--- src/rtl/core/assert_macros.svh ---
// ---------------------------------------------------------------------------
// Assertion macros
// Shared concurrent assertion wrappers. The using module supplies clk and rst.
// ---------------------------------------------------------------------------
`ifndef ASSERT_MACROS_SVH
`define ASSERT_MACROS_SVH

// Checked on every rising edge, disabled while reset is high.
`define APD_ASSERT(label, prop, msg) \
  label: assert property (@(posedge clk) disable iff (rst) prop) else $error(msg);

// Checked on every rising edge, including during reset.
`define APD_ASSERT_ALWAYS(label, prop, msg) \
  label: assert property (@(posedge clk) prop) else $error(msg);

`endif

--- src/rtl/core/apd_pkg.sv ---
// ---------------------------------------------------------------------------
// apd_pkg
// Types and constants shared by the amplitude PID controller with deadband.
// ---------------------------------------------------------------------------
package apd_pkg;

  localparam int CH_W      = 3;
  localparam int TGT_W     = 32;
  localparam int ERR_W     = TGT_W + 1;
  localparam int INT_W     = ERR_W + 1;
  localparam int GAIN_W    = 20;
  localparam int THR_W     = 16;
  localparam int LIM_W     = 31;
  localparam int CFG_W     = 31;
  localparam int CFG_IDX_W = 3;
  localparam int REL_SHIFT = 16;
  localparam int LHS_W     = ERR_W + REL_SHIFT;
  localparam int RHS_W     = THR_W + TGT_W;
  localparam int PROD_W    = GAIN_W + 1 + INT_W;
  localparam int SUM_W     = PROD_W + 2;
  localparam int DRV_W     = 32;
  localparam int STAT_W    = 2;

  typedef enum logic [STAT_W-1:0] {
    ST_ADJUST = 2'd0,
    ST_HOLD   = 2'd1,
    ST_RESET  = 2'd2,
    ST_ZERO   = 2'd3
  } status_t;

  typedef enum logic [CFG_IDX_W-1:0] {
    CFG_GAIN_P      = 3'd0,
    CFG_GAIN_I      = 3'd1,
    CFG_GAIN_D      = 3'd2,
    CFG_REL_ERR_MAX = 3'd3,
    CFG_REL_ERR_MIN = 3'd4,
    CFG_INT_LIMIT   = 3'd5
  } cfg_reg_t;

  typedef struct packed {
    logic        [CH_W-1:0]  channel;
    logic signed [TGT_W-1:0] target;
    logic signed [TGT_W-1:0] measured;
  } sample_t;

  typedef struct packed {
    logic signed [DRV_W-1:0]  drive;
    logic        [STAT_W-1:0] status;
  } result_t;

  typedef struct packed {
    logic [GAIN_W-1:0] gain_p;
    logic [GAIN_W-1:0] gain_i;
    logic [GAIN_W-1:0] gain_d;
    logic [THR_W-1:0]  rel_err_max;
    logic [THR_W-1:0]  rel_err_min;
    logic [LIM_W-1:0]  integral_limit;
  } cfg_t;

  localparam cfg_t CFG_RESET = '{
    gain_p:         20'd13107,
    gain_i:         20'd1311,
    gain_d:         20'd0,
    rel_err_max:    16'd13107,
    rel_err_min:    16'd7,
    integral_limit: 31'd65536
  };

  // Per-channel integrator state, read and written in the update stage.
  typedef struct packed {
    logic signed [INT_W-1:0] integ;
    logic signed [ERR_W-1:0] prev;
  } ip_entry_t;

  localparam int IP_W = $bits(ip_entry_t);

  typedef struct packed {
    logic                    valid;
    status_t                 status;
    logic signed [ERR_W-1:0] err;
    logic signed [INT_W-1:0] integ;
    logic signed [INT_W-1:0] deriv;
  } pid_stage_t;

  typedef struct packed {
    logic                     valid;
    status_t                  status;
    logic signed [PROD_W-1:0] pp;
    logic signed [PROD_W-1:0] pi;
    logic signed [PROD_W-1:0] pd;
  } prod_stage_t;

endpackage

--- src/rtl/core/apd_ram.sv ---
// ---------------------------------------------------------------------------
// apd_ram
// Per-channel state memory: registered read, one write port, entries read as
// zero until first written, and a bypass for a same-edge write and read.
// ---------------------------------------------------------------------------
module apd_ram #(
  parameter int WIDTH = 32,
  parameter int DEPTH = 8,
  parameter int AW    = 3
) (
  input  logic             clk,
  input  logic             rst,
  input  logic             re,
  input  logic [AW-1:0]    raddr,
  output logic [WIDTH-1:0] rdata,
  input  logic             we,
  input  logic [AW-1:0]    waddr,
  input  logic [WIDTH-1:0] wdata
);

  logic [WIDTH-1:0] mem [DEPTH];
  logic [DEPTH-1:0] vld;
  logic [WIDTH-1:0] mem_q;
  logic [WIDTH-1:0] byp_q;
  logic             vld_q;
  logic             hit_q;

  always_ff @(posedge clk) begin
    if (we) begin
      mem[waddr] <= wdata;
    end
    if (re) begin
      mem_q <= mem[raddr];
      byp_q <= wdata;
    end
  end

  always_ff @(posedge clk) begin
    if (rst) begin
      vld <= '0;
    end else if (we) begin
      vld[waddr] <= 1'b1;
    end
  end

  // A read that meets a write to the same entry takes the new data.
  always_ff @(posedge clk) begin
    if (rst) begin
      vld_q <= 1'b0;
      hit_q <= 1'b0;
    end else if (re) begin
      vld_q <= vld[raddr];
      hit_q <= we && (waddr == raddr);
    end
  end

  assign rdata = hit_q ? byp_q : (vld_q ? mem_q : '0);

  `include "assert_macros.svh"

  `APD_ASSERT(a_ram_bypass, !rst && re && we && (waddr == raddr) |=> rdata == $past(wdata), "write-to-read bypass lost the new data")

endmodule

--- src/rtl/core/apd_front.sv ---
// ---------------------------------------------------------------------------
// apd_front
// Accepts samples, reads the channel's integrator state, classifies the
// relative error and updates the integral and previous error.
// ---------------------------------------------------------------------------
module apd_front #(
  parameter int CHANNELS = 8,
  parameter int AW       = 3
) (
  input  logic                clk,
  input  logic                rst,
  input  logic                adv,
  input  logic                sample_valid,
  input  apd_pkg::sample_t    sample,
  input  apd_pkg::cfg_t       cfg,
  output apd_pkg::pid_stage_t s2,
  output logic [AW-1:0]       s2_idx
);

  import apd_pkg::*;

  logic [CH_W-1:0]         ch_rem;
  logic [AW-1:0]           in_idx;
  logic                    s1_valid;
  logic [AW-1:0]           s1_idx;
  logic signed [TGT_W-1:0] s1_target;
  logic signed [TGT_W-1:0] s1_measured;

  logic [IP_W-1:0]         ip_rdata;
  ip_entry_t               ip_cur;
  ip_entry_t               ip_next;
  logic                    ip_we;

  logic signed [ERR_W-1:0] err;
  logic [ERR_W-1:0]        abs_err;
  logic [TGT_W-1:0]        abs_tgt;
  logic [LHS_W-1:0]        lhs;
  logic [RHS_W-1:0]        rhs_max;
  logic [RHS_W-1:0]        rhs_min;
  status_t                 cls;

  logic signed [INT_W-1:0] lim;
  logic signed [INT_W-1:0] clamped;
  logic signed [INT_W-1:0] integ_new;
  logic signed [INT_W-1:0] deriv;

  pid_stage_t              stage_next;
  pid_stage_t              s2_q;

  // The channel number is folded into range by repeated subtraction.
  always_comb begin
    ch_rem = sample.channel;
    for (int k = 0; k < (1 << CH_W) - 1; k++) begin
      if (32'(ch_rem) >= CHANNELS) begin
        ch_rem = ch_rem - CH_W'(CHANNELS);
      end
    end
  end

  assign in_idx = AW'(ch_rem);

  always_ff @(posedge clk) begin
    if (rst) begin
      s1_valid <= 1'b0;
    end else if (adv) begin
      s1_valid <= sample_valid;
    end
  end

  always_ff @(posedge clk) begin
    if (adv) begin
      s1_idx      <= in_idx;
      s1_target   <= sample.target;
      s1_measured <= sample.measured;
    end
  end

  apd_ram #(
    .WIDTH (IP_W),
    .DEPTH (CHANNELS),
    .AW    (AW)
  ) u_ip_ram (
    .clk   (clk),
    .rst   (rst),
    .re    (adv),
    .raddr (in_idx),
    .rdata (ip_rdata),
    .we    (ip_we),
    .waddr (s1_idx),
    .wdata (ip_next)
  );

  assign ip_cur = ip_entry_t'(ip_rdata);

  // Relative error test without a divide: |err| * 2^16 against thr * |target|.
  assign err     = ERR_W'(s1_target) - ERR_W'(s1_measured);
  assign abs_err = err[ERR_W-1] ? ERR_W'(-err) : ERR_W'(err);
  assign abs_tgt = s1_target[TGT_W-1] ? TGT_W'(-s1_target) : TGT_W'(s1_target);
  assign lhs     = {abs_err, {REL_SHIFT{1'b0}}};
  assign rhs_max = RHS_W'(cfg.rel_err_max) * RHS_W'(abs_tgt);
  assign rhs_min = RHS_W'(cfg.rel_err_min) * RHS_W'(abs_tgt);

  always_comb begin
    if (s1_target == '0) begin
      cls = ST_ZERO;
    end else if (lhs > LHS_W'(rhs_max)) begin
      cls = ST_RESET;
    end else if (lhs > LHS_W'(rhs_min)) begin
      cls = ST_ADJUST;
    end else begin
      cls = ST_HOLD;
    end
  end

  assign lim = $signed({{(INT_W-LIM_W){1'b0}}, cfg.integral_limit});

  always_comb begin
    if (ip_cur.integ > lim) begin
      clamped = lim;
    end else if (ip_cur.integ < -lim) begin
      clamped = -lim;
    end else begin
      clamped = ip_cur.integ;
    end
  end

  assign integ_new = clamped + INT_W'(err);
  assign deriv     = INT_W'(err) - INT_W'(ip_cur.prev);

  always_comb begin
    ip_next = ip_cur;
    if (cls == ST_ADJUST) begin
      ip_next.integ = integ_new;
      ip_next.prev  = err;
    end else begin
      ip_next.integ = '0;
    end
  end

  assign ip_we = adv && s1_valid && ((cls == ST_ADJUST) || (cls == ST_RESET));

  always_comb begin
    stage_next.valid  = s1_valid;
    stage_next.status = cls;
    stage_next.err    = err;
    stage_next.integ  = (cls == ST_ADJUST) ? integ_new : '0;
    stage_next.deriv  = deriv;
  end

  always_ff @(posedge clk) begin
    if (rst) begin
      s2_q.valid <= 1'b0;
    end else if (adv) begin
      s2_q   <= stage_next;
      s2_idx <= s1_idx;
    end
  end

  assign s2 = s2_q;

  `include "assert_macros.svh"

  `APD_ASSERT(a_reset_clears_integ, !rst && adv && s1_valid && (cls == ST_RESET) |=> s2_q.integ == '0, "too-large error did not clear the integral")

endmodule

--- config.mk ---
export PLATFORM = sky130hd
export DESIGN_NAME = apd_front
export DESIGN_NICKNAME = d
export VERILOG_FILES = /design/src/rtl/core/apd_pkg.sv /design/src/rtl/core/apd_ram.sv /design/src/rtl/core/apd_front.sv
export VERILOG_INCLUDE_DIRS = /design/src /design/src/rtl/core
export SDC_FILE = /design/constraint.sdc
export NUM_CORES = 2
export LEC_CHECK = 0
export BUFFER_PORTS_ARGS = -buffer_cell sky130_fd_sc_hd__buf_2
export CORE_MARGIN = 3
export CORE_UTILIZATION = 40
export CTS_CLUSTER_SIZE = 14
export DETAILED_ROUTE_END_ITERATION = 16
export SLEW_MARGIN = 10
export SYNTH_ARGS = -nofsm -noshare
export SYNTH_HDL_FRONTEND = slang
export SYNTH_SLANG_ARGS = --single-unit
export TNS_END_PERCENT = 5
--- constraint.sdc ---
create_clock -name clk -period 19.7 [get_ports clk]
set_input_delay 3.94 -clock clk [delete_from_list [all_inputs] [get_ports clk]]
set_output_delay 3.94 -clock clk [all_outputs]
set_load 0.02 [all_outputs]
======== Word-level counts from Yosys, hierarchy flattened ========
Memory sizes are Yosys's and may differ from the RTL's. A register that Yosys moved wholly into a read port is not among the register bits.
Cells that the tools add are included.
storage, ports and cells
  output and inout port bits .............. 107
  memories kept ........................... 1
  word-level logic and storage cells ...... 59
  register bits ........................... 252
  input port bits ......................... 194
  RAM bits ................................ 536
cells by class
  reduce and logical (&&, ||, !) cells .... 8
  add/subtract/negate cells ............... 6
  order comparisons ....................... 7
  eq/ne operators ......................... 2
  bitwise operators ....................... 2
  multiply operators ...................... 2
  multiplexer cells ....................... 17
memory list
  name          words  bits a word  read ports  clocked after memory_dff  write ports  line           source
  u_ip_ram.mem  8      67           1           1                         1            apd_ram.sv:21  logic [WIDTH-1:0] mem [DEPTH];
operator list
  operator            count
  $mux 67             2
  $mux 34             3
  $gt 49x48->1        2
  $mul 16x32->48      2
  $mux 33             2
  $add 34x33->34      1
  $gt 34x32->1        1
  $lt 34x34->1        1
  $neg 31->34         1
  $sub 33x33->34      1
  $neg 33->33         1
  $sub 32x32->33      1
  $logic_not 32->1    1
  $mux 32             1
  $neg 32->32         1
  $lt 3x4->1 const B  2
  $or 8x8->8          1
  $mux 1              5
  $logic_and 1x1->1   4
  $mux 2              2
  $bmux 1 s3          1
  $demux 1 s3         1
  $eq 3x3->1          1
  $ge 3x1->1 const B  1
  5 further kinds     5

======== Longest topological paths before layout ========
  depth in word-level cells ............... 12
  gate-level depth with buffers ........... 47

======== Hierarchy ========
A second synthesis with hierarchy kept.
second synthesis, totals
  cell total of the unflattened synthesis .. 6546
  area, all modules ....................... 73829.6 um^2
by module, submodules not included
  module     cells each  times used  area each (um^2)
  apd_front  5502        1           48549.1
  apd_ram    1044        1           25280.5

======== Worst setup path after synthesis ========
Ideal clock, no wire load.
  path kind ............................... input to register
  from .................................... in cfg[53] in the netlist's numbering
  to ...................................... mem u_ip_ram.mem[0][0] in the netlist's numbering, enable pin
  library setup time ...................... 0.575 ns
  cell stages on the path ................. 33
  setup slack ............................. 3.116 ns
  arrival ................................. 16.009 ns
  data required time ...................... 19.125 ns
  cells stage by stage .................... clkbuf_1 and2_1 fa_1 inv_1 fa_1 fa_1 inv_1 fa_1 fa_1 inv_1 fa_1 inv_1 ha_1 a2111o_1 o211a_1 a211oi_1 o21bai_1 nand3_1 a31oi_1 a21boi_0 o21ai_0 xnor2_1 ha_1 nand4_1 nor4_1 a221oi_1 o21ai_0 a31oi_1 a41o_1 o41ai_2 o21ai_2 buf_2 nor3_1
on the way
  word-level cells in the longest chain between the ends .. 9
  elaborated cells on any way between the ends .. 10
  those cells by class .................... mul: 1; order compare: 1; eq/ne: 1; mux: 4; reduce/logical: 3
ends and longest elaborated chain
  what                                                  line              source
  start: declaration                                    apd_front.sv:15   input apd_pkg::cfg_t cfg,
  $mul 16x32->48 *                                      apd_front.sv:100  assign rhs_max = RHS_W'(cfg.rel_err_max) * RHS_W'(abs_tgt);
  $gt 49x48->1 *                                        apd_front.sv:106  end else if (lhs > LHS_W'(rhs_max)) begin
  $mux 2 *                                              apd_front.sv:106
  $mux 2 *                                              apd_front.sv:104  if (s1_target == '0) begin
  net cls[0]                                            apd_front.sv:40   status_t cls;
  $eq 2x2->1 / $logic_not 2->1 (equally long branches)  apd_front.sv:140  assign ip_we = adv && s1_valid && ((cls == ST_ADJUST) || (cls == ST_RESET));
  $logic_or 1x1->1 *                                    apd_front.sv:140
  $logic_and 1x1->1 *                                   apd_front.sv:140
  $mux 1 *                                              apd_ram.sv:29     if (we) begin
  $mux 1 (not written as such) *                        apd_ram.sv:30     mem[waddr] <= wdata;
  end: declaration                                      apd_ram.sv:21
The timed path passes the listed nets; every way through them passes the cells marked *.

==> metrics.txt <==
status complete, no violations; Yosys cell types 94; count of pins over their slew limit 0; EDFF count, synth 843; Detailed Route Iter0 Violations 3083; Die X 435.7 um; critical path startpoint category primary input; area delta synth->final 9.306%; setup_tns 0 ns; Die Ht 435.7 um; Syn Nets 8072; endpoints failing setup 0; post-synthesis sequential area ratio 0.3460; average wire per standard cell 21.64 um; Primary FF master, synth edfxtp_1; Max clock buf depth 3; Vias 49420; WHS 0.4589 ns; largest net degree at the start of global routing 67; ys async rst share 0; num rows 157; Residual DRC 0; Buffers on Ports 240; CTS tree built; slowest stage delay, CP 0.92 ns; most used cell, CP fa_1; Fin Clk Skew 0.04244 ns; critical path type in -> reg; NumNets Final 8186; clk root buf clkbuf_16; first-pass GRT wire length 312.1 mm; die area 189900 um^2; post-cts repair resize count 0; Hold Path Stages 2; initial antenna violation count 32; reg2reg path depth 43; clock tree sinks 855; Arrival @ worst endpoint 16.10 ns; Total GRT Usage 0.2122; Detailed Routing Iterations Pass 1 5; Fmax achieved 63.48 MHz; I/O pins 301; total congestion overflow 0; gpl congestion 0.9026; Final Hold Fails 0; critical path capture point type register; Post-Route WL 199.5 mm; H-Tree Depth 3; Final Instance Area 80740 um^2; CP max stage cell nor4_2; most frequent cells in the layout 1049 x inv_1, 843 x edfxtp_1, 839 x fa_1, 735 x nand2_1, 469 x ha_1; actual transition at the worst max-transition pin 1.220 ns; placed instance count 9065; crit-path max FO 43; Yosys reg bits 855; commonest non-fill, non-tap cell in the layout inv_1; synthesized area per cell 11.24 um^2; HP Class reg -> reg; Starting Density 0.4030; Vias/cell 5.360; RSZ-0062 raised after global routing false; final worst path period need 15.75 ns; CTS buffer count 81; Rel. slew slack 0.1807; final std cells w/o fill 9219; FILL cells 17010; Clock transition at path regs 0.06 ns; # hold bufs at CTS 0; vias in the first global route 52650; core area 183300 um^2; post-DP HPWL 145.3 mm; post-route antenna net violation count 0; Required @ worst endpoint 20.05 ns; share of cells above drive strength 1 0.1101; clk_lat worst skew 0.68 ns; max_cap viols 0; Setup Buffers After CTS 0; Ys Warns 0; Tcrit/Tclk final 0.7997; Area after DPL 78050 um^2; Post-Synthesis Cells 6570; cell area after synthesis 73860 um^2
==> area by class of cell <==
cell class,count,area (um^2),share of cell area
antenna,17,42.54,0.0005269
clock buffer,99,2105,0.02607
clock inverter,38,518.0,0.006416
inverter,1050,3941,0.04882
multi-input combinational,4368,43600,0.5401
sequential,855,25560,0.3165
tap,2464,3083,0.03818
timing repair buffer,328,1891,0.02342
==> per-stage QoR <==
stage | util | setup slack [ns]
after floorplan | - | 3.116
after global placement | 0.4259 | 3.684
after detailed placement | 0.4259 | 3.516
after CTS | 0.4402 | 4.218
after global routing | 0.4403 | 3.401
final | 0.4405 | 3.946
==> worst max-delay path, delay by kind of cell <==
kind,cells,cell delay [ns]
AOI/OAI and AO/OA,12,3.99
xor gates and xnor gates,1,0.15
adders and majority gates,8,3.82
buffers and inverters,6,1.96
muxes,1,0.70
and+or+nand+nor,5,1.48
==> kinds of logic (layout without fill, tap and decap cells) <==
logic type | after synthesis | count (layout) | synth area share
AOI/OAI and AO/OA | 865 | 865 | 0.07861
xor gates and xnor gates | 225 | 225 | 0.02688
adders and majority gates | 1308 | 1308 | 0.3068
buffers and inverters | 1347 | 1515 | 0.06898
DFF | 855 | 855 | 0.3460
muxes | 254 | 254 | 0.05871
other | 0 | 17 | 0
and+or+nand+nor | 1716 | 1716 | 0.1140
==> per-layer routing <==
| layer | vias to the layer above | track usage | share of wire |
|---|---|---|---|
| met5 | - | 0 | 0.00088 |
| met4 | 24 | 0.08461 | 0.041 |
| met3 | 346 | 0.02863 | 0.055 |
| met2 | 1323 | 0.3733 | 0.50 |
| met1 | 25450 | 0.2633 | 0.40 |
| li1 | 22280 | - | - |
==> worst paths after layout <==
kind / slack, ns / to / from
worst max-delay path: 3.95 / u_ip_ram.mem[3][5] / cfg[50]
worst min-delay path: 0.46 / u_ip_ram.vld[7] / u_ip_ram.vld[7]
worst max register to register: 4.20 / u_ip_ram.mem[3][5] / s1_target[0]
worst min register to register: 0.46 / u_ip_ram.vld[7] / u_ip_ram.vld[7]
==> state kept, by name (all words and copies together) (netlist names) <==
register,cells
u_ip_ram.mem,536
s2,104
u_ip_ram.byp_q,67
u_ip_ram.mem_q,67
s1_measured,32
s1_target,32
u_ip_ram.vld,8
s1_idx,3
s2_idx,3
s1_valid,1
u_ip_ram.hit_q,1
u_ip_ram.vld_q,1
==> synthesized netlist by cell type (all sizes together) (28+ instances only) <==
library cell	n	area [um^2]
and2	436	2728
nand2	735	2759
ha	469	5868
a22oi	35	262.8
mux2i	44	440.4
a31oi	48	306.5
a21oi	230	1159
fa	839	16800
a21o	124	930.9
nor2b	28	175.2
nor3	64	325.3
o21ai	122	614.3
buf	30	151.4
edfxtp	843	25310
o21a	39	292.8
nand3	56	285.3
nand2b	39	244.0
xnor2	169	1488
a211oi	34	255.2
or3	29	191.4
clkbuf	267	1002
nand4	52	325.3
inv	1050	3941
mux2	74	833.3
mux4	136	3063
a22o	37	324.1
xor2	56	498.0
nor2	179	671.9
Power is not shown: default switching activity piles up to over one toggle a cycle in this logic, so the estimate is an artifact.
